==> config.mk <==
export PLATFORM = sky130hd
export DESIGN_NAME = lru_key_value_cache
export DESIGN_NICKNAME = d
export VERILOG_FILES = /design/src/rtl/lrukv_pkg.sv /design/src/rtl/lrukv_cell.sv /design/src/rtl/lru_key_value_cache.sv
export SDC_FILE = /design/constraint.sdc
export NUM_CORES = 2
export LEC_CHECK = 0
export BUFFER_PORTS_ARGS = -buffer_cell sky130_fd_sc_hd__buf_2
export CORE_UTILIZATION = 26
export CTS_CLUSTER_DIAMETER = 200
export DETAILED_ROUTE_END_ITERATION = 10
export GPL_ROUTABILITY_DRIVEN = 0
export PLACE_DENSITY = 0.49
export SYNTH_ARGS = -nofsm -noshare
export SYNTH_HDL_FRONTEND = slang
export SYNTH_SLANG_ARGS = --single-unit
==> constraint.sdc <==
create_clock -name clk -period 10.3 [get_ports clk]
set_input_delay 0.515 -clock clk [delete_from_list [all_inputs] [get_ports clk]]
set_output_delay 0.515 -clock clk [all_outputs]
set_load 0.05 [all_outputs]
==> src/rtl/lrukv_pkg.sv <==
// Shared types and constants for the LRU key-value cache.
`timescale 1ns / 1ps
`default_nettype none

package lrukv_pkg;

    localparam int KEY_W = 32;
    localparam int VAL_W = 32;
    localparam int CAP_W = 5;

    localparam logic CMD_GET = 1'b0;
    localparam logic CMD_PUT = 1'b1;

    localparam logic [CAP_W-1:0] CAP_RESET = 5'd16;

    typedef struct packed {
        logic             valid;
        logic [KEY_W-1:0] key;
        logic [VAL_W-1:0] value;
    } entry_t;

    typedef struct packed {
        logic compare;
        logic update;
        logic any_hit;
        logic insert;
    } cell_ctrl_t;

endpackage

`default_nettype wire

==> src/rtl/lrukv_cell.sv <==
// One cell of the recency-ordered chain: holds one entry and compares it against the request key.
`timescale 1ns / 1ps
`default_nettype none

module lrukv_cell (
    input  wire                               clk,
    input  wire                               rst_n,
    input  wire lrukv_pkg::cell_ctrl_t        ctrl,
    input  wire  [lrukv_pkg::KEY_W-1:0]       req_key,
    input  wire lrukv_pkg::entry_t            prev,
    input  wire                               shift_in,
    input  wire                               keep,
    output lrukv_pkg::entry_t                 entry,
    output logic                              shift_out,
    output logic                              match,
    output logic [lrukv_pkg::VAL_W-1:0]       hit_data
);

    logic                          valid_reg;
    logic                          valid_next;
    logic [lrukv_pkg::KEY_W-1:0]   key_reg;
    logic [lrukv_pkg::KEY_W-1:0]   key_next;
    logic [lrukv_pkg::VAL_W-1:0]   value_reg;
    logic [lrukv_pkg::VAL_W-1:0]   value_next;
    logic                          match_reg;
    logic                          shift_en;

    assign match     = valid_reg && (key_reg == req_key);
    assign hit_data  = match ? value_reg : '0;
    assign shift_out = match_reg | shift_in;
    assign shift_en  = ctrl.update & (ctrl.any_hit ? shift_out : ctrl.insert);

    assign entry.valid = valid_reg;
    assign entry.key   = key_reg;
    assign entry.value = value_reg;

    always_comb
    begin
        valid_next = valid_reg;
        key_next   = key_reg;
        value_next = value_reg;
        if (shift_en)
        begin
            valid_next = prev.valid & (ctrl.any_hit | keep);
            key_next   = prev.key;
            value_next = prev.value;
        end
    end

    always_ff @(posedge clk or negedge rst_n)
    begin
        if (!rst_n)
        begin
            valid_reg <= 1'b0;
            match_reg <= 1'b0;
        end
        else
        begin
            valid_reg <= valid_next;
            if (ctrl.compare)
            begin
                match_reg <= match;
            end
        end
    end

    always_ff @(posedge clk)
    begin
        key_reg   <= key_next;
        value_reg <= value_next;
    end

endmodule

`default_nettype wire

==> src/rtl/lru_key_value_cache.sv <==
// Top level of the LRU key-value cache: request control, result register and the cell chain.
`timescale 1ns / 1ps
`default_nettype none

// Fully associative key-value cache with least-recently-used replacement, built as a chain
// of ENTRIES cells kept in recency order, the most recent entry in the first cell. Each
// request passes through a compare cycle, in which every cell compares its key with the
// request key and, for a get, the result register is loaded, and then a shift cycle, in
// which the chain shifts the touched or new entry to the front. A new request is taken in
// the shift cycle. A get stays in the compare cycle while the previous result has not been
// taken. A put returns no result. The capacity register may be written only while idle.

module lru_key_value_cache #(
    parameter int ENTRIES = 16
) (
    input  wire                                 clk,
    input  wire                                 rst_n,
    input  wire                                 cfg_we,
    input  wire  [lrukv_pkg::CAP_W-1:0]         cfg_wdata,
    input  wire                                 in_valid,
    output logic                                in_ready,
    input  wire                                 cmd,
    input  wire  signed [lrukv_pkg::KEY_W-1:0]  lookup_key,
    input  wire  signed [lrukv_pkg::VAL_W-1:0]  store_value,
    output logic                                out_valid,
    input  wire                                 out_ready,
    output logic                                hit,
    output logic signed [lrukv_pkg::VAL_W-1:0]  read_value
);

    localparam int OCC_W = $clog2(ENTRIES + 1);
    localparam int CW    = (OCC_W > lrukv_pkg::CAP_W) ? OCC_W : lrukv_pkg::CAP_W;

    typedef enum logic [1:0] {
        S_IDLE,
        S_CMP,
        S_UPD
    } state_t;

    state_t                         state_reg;
    logic                           out_valid_reg;
    logic                           hit_reg;
    logic [lrukv_pkg::VAL_W-1:0]    read_value_reg;
    logic                           any_hit_reg;
    logic [lrukv_pkg::VAL_W-1:0]    hit_value_reg;
    logic [OCC_W-1:0]               occ_reg;
    logic [lrukv_pkg::CAP_W-1:0]    cap_reg;

    logic                           req_cmd_reg;
    logic [lrukv_pkg::KEY_W-1:0]    req_key_reg;
    logic [lrukv_pkg::VAL_W-1:0]    req_value_reg;

    logic                           accept;
    logic                           out_free;
    logic                           cmp_stall;
    logic                           load_result;
    logic [CW-1:0]                  cap_eff;
    logic                           at_cap;
    logic                           insert;
    logic [OCC_W-1:0]               occ_next;
    logic                           any_lookup;
    logic [lrukv_pkg::VAL_W-1:0]    lookup_value;
    lrukv_pkg::cell_ctrl_t          ctrl;
    lrukv_pkg::entry_t              head;

    lrukv_pkg::entry_t              cell_q   [ENTRIES];
    logic [lrukv_pkg::VAL_W-1:0]    contrib  [ENTRIES];
    logic [ENTRIES-1:0]             match_vec;
    logic [ENTRIES-1:0]             shift_vec;
    logic [ENTRIES-1:0]             keep_vec;
    logic [ENTRIES-1:0]             valid_vec;

    assign in_ready   = (state_reg != S_CMP);
    assign accept     = in_valid & in_ready;
    assign out_valid  = out_valid_reg;
    assign hit        = hit_reg;
    assign read_value = read_value_reg;

    assign out_free    = !out_valid_reg || out_ready;
    assign cmp_stall   = (req_cmd_reg == lrukv_pkg::CMD_GET) && !out_free;
    assign load_result = (state_reg == S_CMP) && !cmp_stall
                         && (req_cmd_reg == lrukv_pkg::CMD_GET);

    assign cap_eff = (CW'(cap_reg) > CW'(ENTRIES)) ? CW'(ENTRIES) : CW'(cap_reg);
    assign at_cap  = CW'(occ_reg) >= cap_eff;
    assign insert  = (req_cmd_reg == lrukv_pkg::CMD_PUT) && !any_hit_reg
                     && ((occ_reg != '0) || (cap_eff != '0));
    assign occ_next = (insert && !at_cap) ? occ_reg + OCC_W'(1) : occ_reg;

    assign any_lookup = |match_vec;

    always_comb
    begin
        lookup_value = '0;
        for (int k = 0; k < ENTRIES; k++)
        begin
            lookup_value = lookup_value | contrib[k];
        end
    end

    assign ctrl.compare = (state_reg == S_CMP);
    assign ctrl.update  = (state_reg == S_UPD);
    assign ctrl.any_hit = any_hit_reg;
    assign ctrl.insert  = insert;

    assign head.valid = 1'b1;
    assign head.key   = req_key_reg;
    assign head.value = (req_cmd_reg == lrukv_pkg::CMD_PUT) ? req_value_reg : hit_value_reg;

    for (genvar i = 0; i < ENTRIES; i++)
    begin : g_cell
        lrukv_pkg::entry_t prev_entry;
        logic              shift_in;

        if (i == 0)
        begin : g_first
            assign prev_entry = head;
        end
        else
        begin : g_rest
            assign prev_entry = cell_q[i-1];
        end

        if (i == ENTRIES - 1)
        begin : g_last
            assign shift_in = 1'b0;
        end
        else
        begin : g_inner
            assign shift_in = shift_vec[i+1];
        end

        assign keep_vec[i]  = (OCC_W'(i) < occ_next);
        assign valid_vec[i] = cell_q[i].valid;

        lrukv_cell u_cell (
            .clk       (clk),
            .rst_n     (rst_n),
            .ctrl      (ctrl),
            .req_key   (req_key_reg),
            .prev      (prev_entry),
            .shift_in  (shift_in),
            .keep      (keep_vec[i]),
            .entry     (cell_q[i]),
            .shift_out (shift_vec[i]),
            .match     (match_vec[i]),
            .hit_data  (contrib[i])
        );
    end

    always_ff @(posedge clk or negedge rst_n)
    begin
        if (!rst_n)
        begin
            state_reg      <= S_IDLE;
            out_valid_reg  <= 1'b0;
            hit_reg        <= 1'b0;
            read_value_reg <= '0;
            any_hit_reg    <= 1'b0;
            hit_value_reg  <= '0;
            occ_reg        <= '0;
            cap_reg        <= lrukv_pkg::CAP_RESET;
        end
        else
        begin
            if (cfg_we)
            begin
                cap_reg <= cfg_wdata;
            end
            if (load_result)
            begin
                out_valid_reg <= 1'b1;
            end
            else if (out_valid_reg && out_ready)
            begin
                out_valid_reg <= 1'b0;
            end
            unique case (state_reg)
                S_IDLE:
                begin
                    if (accept)
                    begin
                        state_reg <= S_CMP;
                    end
                end
                S_CMP:
                begin
                    if (!cmp_stall)
                    begin
                        any_hit_reg   <= any_lookup;
                        hit_value_reg <= lookup_value;
                        if (req_cmd_reg == lrukv_pkg::CMD_GET)
                        begin
                            hit_reg        <= any_lookup;
                            read_value_reg <= any_lookup ? lookup_value : '1;
                        end
                        state_reg <= S_UPD;
                    end
                end
                S_UPD:
                begin
                    occ_reg   <= occ_next;
                    state_reg <= accept ? S_CMP : S_IDLE;
                end
                default:
                begin
                    state_reg <= S_IDLE;
                end
            endcase
        end
    end

    always_ff @(posedge clk)
    begin
        if (accept)
        begin
            req_cmd_reg   <= cmd;
            req_key_reg   <= lookup_key;
            req_value_reg <= store_value;
        end
    end

    a_occ_bound: assert property (@(posedge clk) disable iff (!rst_n)
        occ_reg <= OCC_W'(ENTRIES))
        else $error("Occupancy exceeds the number of cells.");

    a_occ_matches_valid: assert property (@(posedge clk) disable iff (!rst_n)
        $countones(valid_vec) == int'(occ_reg))
        else $error("Occupancy disagrees with the valid cells.");

    a_valid_packed: assert property (@(posedge clk) disable iff (!rst_n)
        (valid_vec & (valid_vec + ENTRIES'(1))) == '0)
        else $error("Valid cells are not packed at the front of the chain.");

    a_single_match: assert property (@(posedge clk) disable iff (!rst_n)
        (state_reg == S_CMP) |-> $onehot0(match_vec))
        else $error("More than one cell holds the request key.");

    a_get_stall: assert property (@(posedge clk) disable iff (!rst_n)
        (state_reg == S_CMP && cmp_stall) |=> (state_reg == S_CMP && out_valid_reg))
        else $error("A get left the compare cycle while the result register was full.");

endmodule

`default_nettype wire

==> run_results.csv <==
group,metric,value,unit
clock_tree,htree_levels,3,
layout,area_delta_synth_final,17.1,%
timing,skew,0.0279,ns
timing,finalCritPeriodShare,0.446,
pwr,switchingPower,2.57,mW
synth,syn_area_per_cell,17.6,µm²
outcome,status,"finished clean",
timing,finalMaxSlewViolations,0,
timing,min_period,4.59,ns
timing,tightest_slew,1.17,ns
grt,grt_start_max_net_pins,67,
synth,yosys-top-cells-area,"edfxtp_1 70%, xor2_1 6.6%, dfrtp_1 5.9%",
grt,grt-ovfl-total,0,
die,start_util,0.262,
grt,antenna_found_initial,4,
synth,synth_seq_cells,1200,
place,dpl.hpwl,82.0,mm
routing,drc_errors,0,
synth,synth_edf_count,1089,
synth,synth_top_area_frac,0.697,
routing,drtAntennaViolNets,0,
layout,fin_area,0.0549,mm²
synth,syn_area,0.0469,mm²
pwr,power.density,200,mW/mm²
min_path,worst_hold_path_type,"input pin to flop",
synth,synth_most_common_cell,"edfxtp_1",
place,placed_area,0.0504,mm²
min_path,whs_path_depth,1,
clock_tree,clk_latency,0.73,ns
synth,ys.flop_type,"edfxtp_1",
clock_tree,clk_path_buf_depth,3,
grt,busiest_layer,"met2",
die,die_area,0.182,mm²
timing,finalSetupTns,0,ns
grt,grt_use_met3,0.0200,
die,rows,155,
min_path,hold-path-endpoint,"req_value_reg[7]",
timing,hold_violations,0,
timing,setup_viol_count_final,0,
routing,drtIter0Drc,2187,
setup_path,rrSetupSlack,5.71,ns
grt,grt.met2_usage,0.242,
clock_tree,cts_sinks,1200,
grt,met1_usage,0.187,
routing,num_vias,24638,
job,max_cap_viol_count,0,
synth,async_flop_share,0.0925,
setup_path,crit_type,"flop to flop",
place,port_buffers,109,
setup_path,reg2regPathDepth,8,
die,ios,110,
pwr,clockPowerShare,0.404,
min_path,worstHoldStart,"store_value[7]",
grt,grt_usage,0.143,
setup_path,arrival,4.92,ns
grt,grt_pass1_wl,188,mm
setup_path,r2r-end,"g_cell[1].u_cell.key_reg[15]",
setup_path,crit_path_start_kind,"flop",
synth,synthCells,2662,
setup_path,cp-end-kind,"flop",
clock_tree,clkTransAtPathRegs,0.06,ns
timing,max_freq,218,MHz
pwr,internal-power,8.39,mW
synth,yosys.area.top_type,"edfxtp_1",
synth,synthTopCellsByCount,"1089 x edfxtp_1, 354 x xor2_1, 160 x xnor2_1",
die,die_w,427,µm
timing,slew_headroom,0.220,
layout,drive_gt1_frac,0.171,
pwr,peakVddDrop,143,µV
routing,first_pass_iters,5,
pwr,combPwrFrac,0.070,
pwr,power_frac_seq,0.526,
clock_tree,numCtsBuffers,119,
clock_tree,root_buffer,"clkbuf_16",
routing,viasPerCell,4.61,
timing,rsz0062_at_grt,"no",
setup_path,cp.required,10.63,ns
routing,finalWirelength,132,mm
grt,grt_pass1_vias,25505,
synth,synth_cell_types,52,
setup_path,crit_fanout,65,
synth,yosysWarnings,0,
die,coreArea,0.179,mm²
setup_path,worstReg2RegStart,"req_cmd_reg",
die,fp.dieH,427,µm
synth,synth_nets,2744,
pwr,swShare,0.235,
pwr,p_leak,18.0,nW
clock_tree,post_cts_buffers,0,
synth,yosysSeqAreaShare,0.757,
layout,final_nets,2966,
routing,wire_per_inst,24.7,µm
clock_tree,cts_tree,"yes",
## worst max-delay path by stage
stage | from | depth (start not counted) | end | slack (ns)
final | req_cmd_reg | 8 | g_cell[1].u_cell.key_reg[15] | 5.71
after detailed placement | req_cmd_reg | 8 | g_cell[1].u_cell.key_reg[21] | 5.67
after global routing | req_cmd_reg | 8 | g_cell[1].u_cell.key_reg[27] | 5.48
after global placement | req_cmd_reg | 8 | g_cell[1].u_cell.key_reg[21] | 5.67
after CTS | req_cmd_reg | 8 | g_cell[1].u_cell.key_reg[25] | 5.67
after floorplan | occ_reg[0] | 10 | g_cell[1].u_cell.key_reg[0] | 2.19
## final cells by class
class,count,area [µm²]
Antenna cell,1,2.50
Tap cell,2355,2950
Fill cell,17559,124000
Clock inverter,77,777
Sequential cell,1200,35500
Multi-Input combinational cell,1299,10700
Timing Repair Buffer,242,1700
Clock buffer,145,3160
Inverter,22,87.6
## worst max-delay path, stage by stage, from the launching register on
cell and delay (ns):
edfxtp_1 0.32, buf_4 0.57, inv_1 0.17, a31oi_1 0.32, nor2_1 0.10, or2_2 0.47, a21oi_4 0.79, a21o_4 0.50
a21o_4 0.80
## per-layer routing
layer	part of all wire	vias up
met5	0.000098	-
met4	0.030	2
met3	0.055	199
met2	0.49	883
met1	0.43	12694
li1	-	10860
## power by group through the flow
| stage | Sequential (mW) | Combinational (mW) | Clock (mW) |
|---|---|---|---|
| floorplan | 5.83 | 0.473 | 0 |
| global placement | 5.87 | 0.763 | 0 |
| detailed placement | 5.87 | 0.764 | 0 |
| CTS | 5.77 | 0.787 | 4.51 |
| global route | 5.80 | 0.835 | 4.68 |
| finish | 5.77 | 0.772 | 4.43 |
## placed cells by master, fill, tap and decap left out, types with 36 or more instances in the layout
master,synthesis,layout
edfxtp_1,1089,1089
xor2_1,354,354
xnor2_1,160,160
a22o_1,128,128
a221oi_1,128,128
clkbuf_16,0,121
dfrtp_1,110,110
buf_2,71,108
nor4_1,87,87
mux2_2,81,81
nand4_1,74,74
buf_4,15,72
dlygate4sd3_1,0,61
nand2_1,37,36
## metrics by stage
stage               setup slack (ns)  power, mW  std cells  hold slack [ns]   util
finish                          5.71       11.0       5341           0.0376  0.307
global route                    5.48       11.3       5341           0.0125  0.307
CTS                             5.67       11.1       5340           0.0127  0.307
detailed placement              5.67       6.64       5057            0.433  0.282
global placement                5.67       6.63       5057            0.430  0.282
floorplan                       2.19       6.30       2662            0.219      -
## timing repair
item | 4_1_cts | 5_1_grt
hold endpoints to repair | 108 | 0
hold buffers | 61 | 0
gates resized for setup | 0 | 0
## logic make-up (layout without fill, tap and decap cells)
group           Yosys count  in the layout  share of synthesized area
simple gates            342            342                     0.0445
fa+ha+maj                 7              7                    0.00187
other cells               0              1                          0
buf+inv                 163            486                     0.0181
xor+xnor                514            514                     0.0960
mux                      89             89                     0.0212
flops                  1200           1200                      0.757
compound gates          347            347                     0.0616
Power figures use the tool's default switching activity.
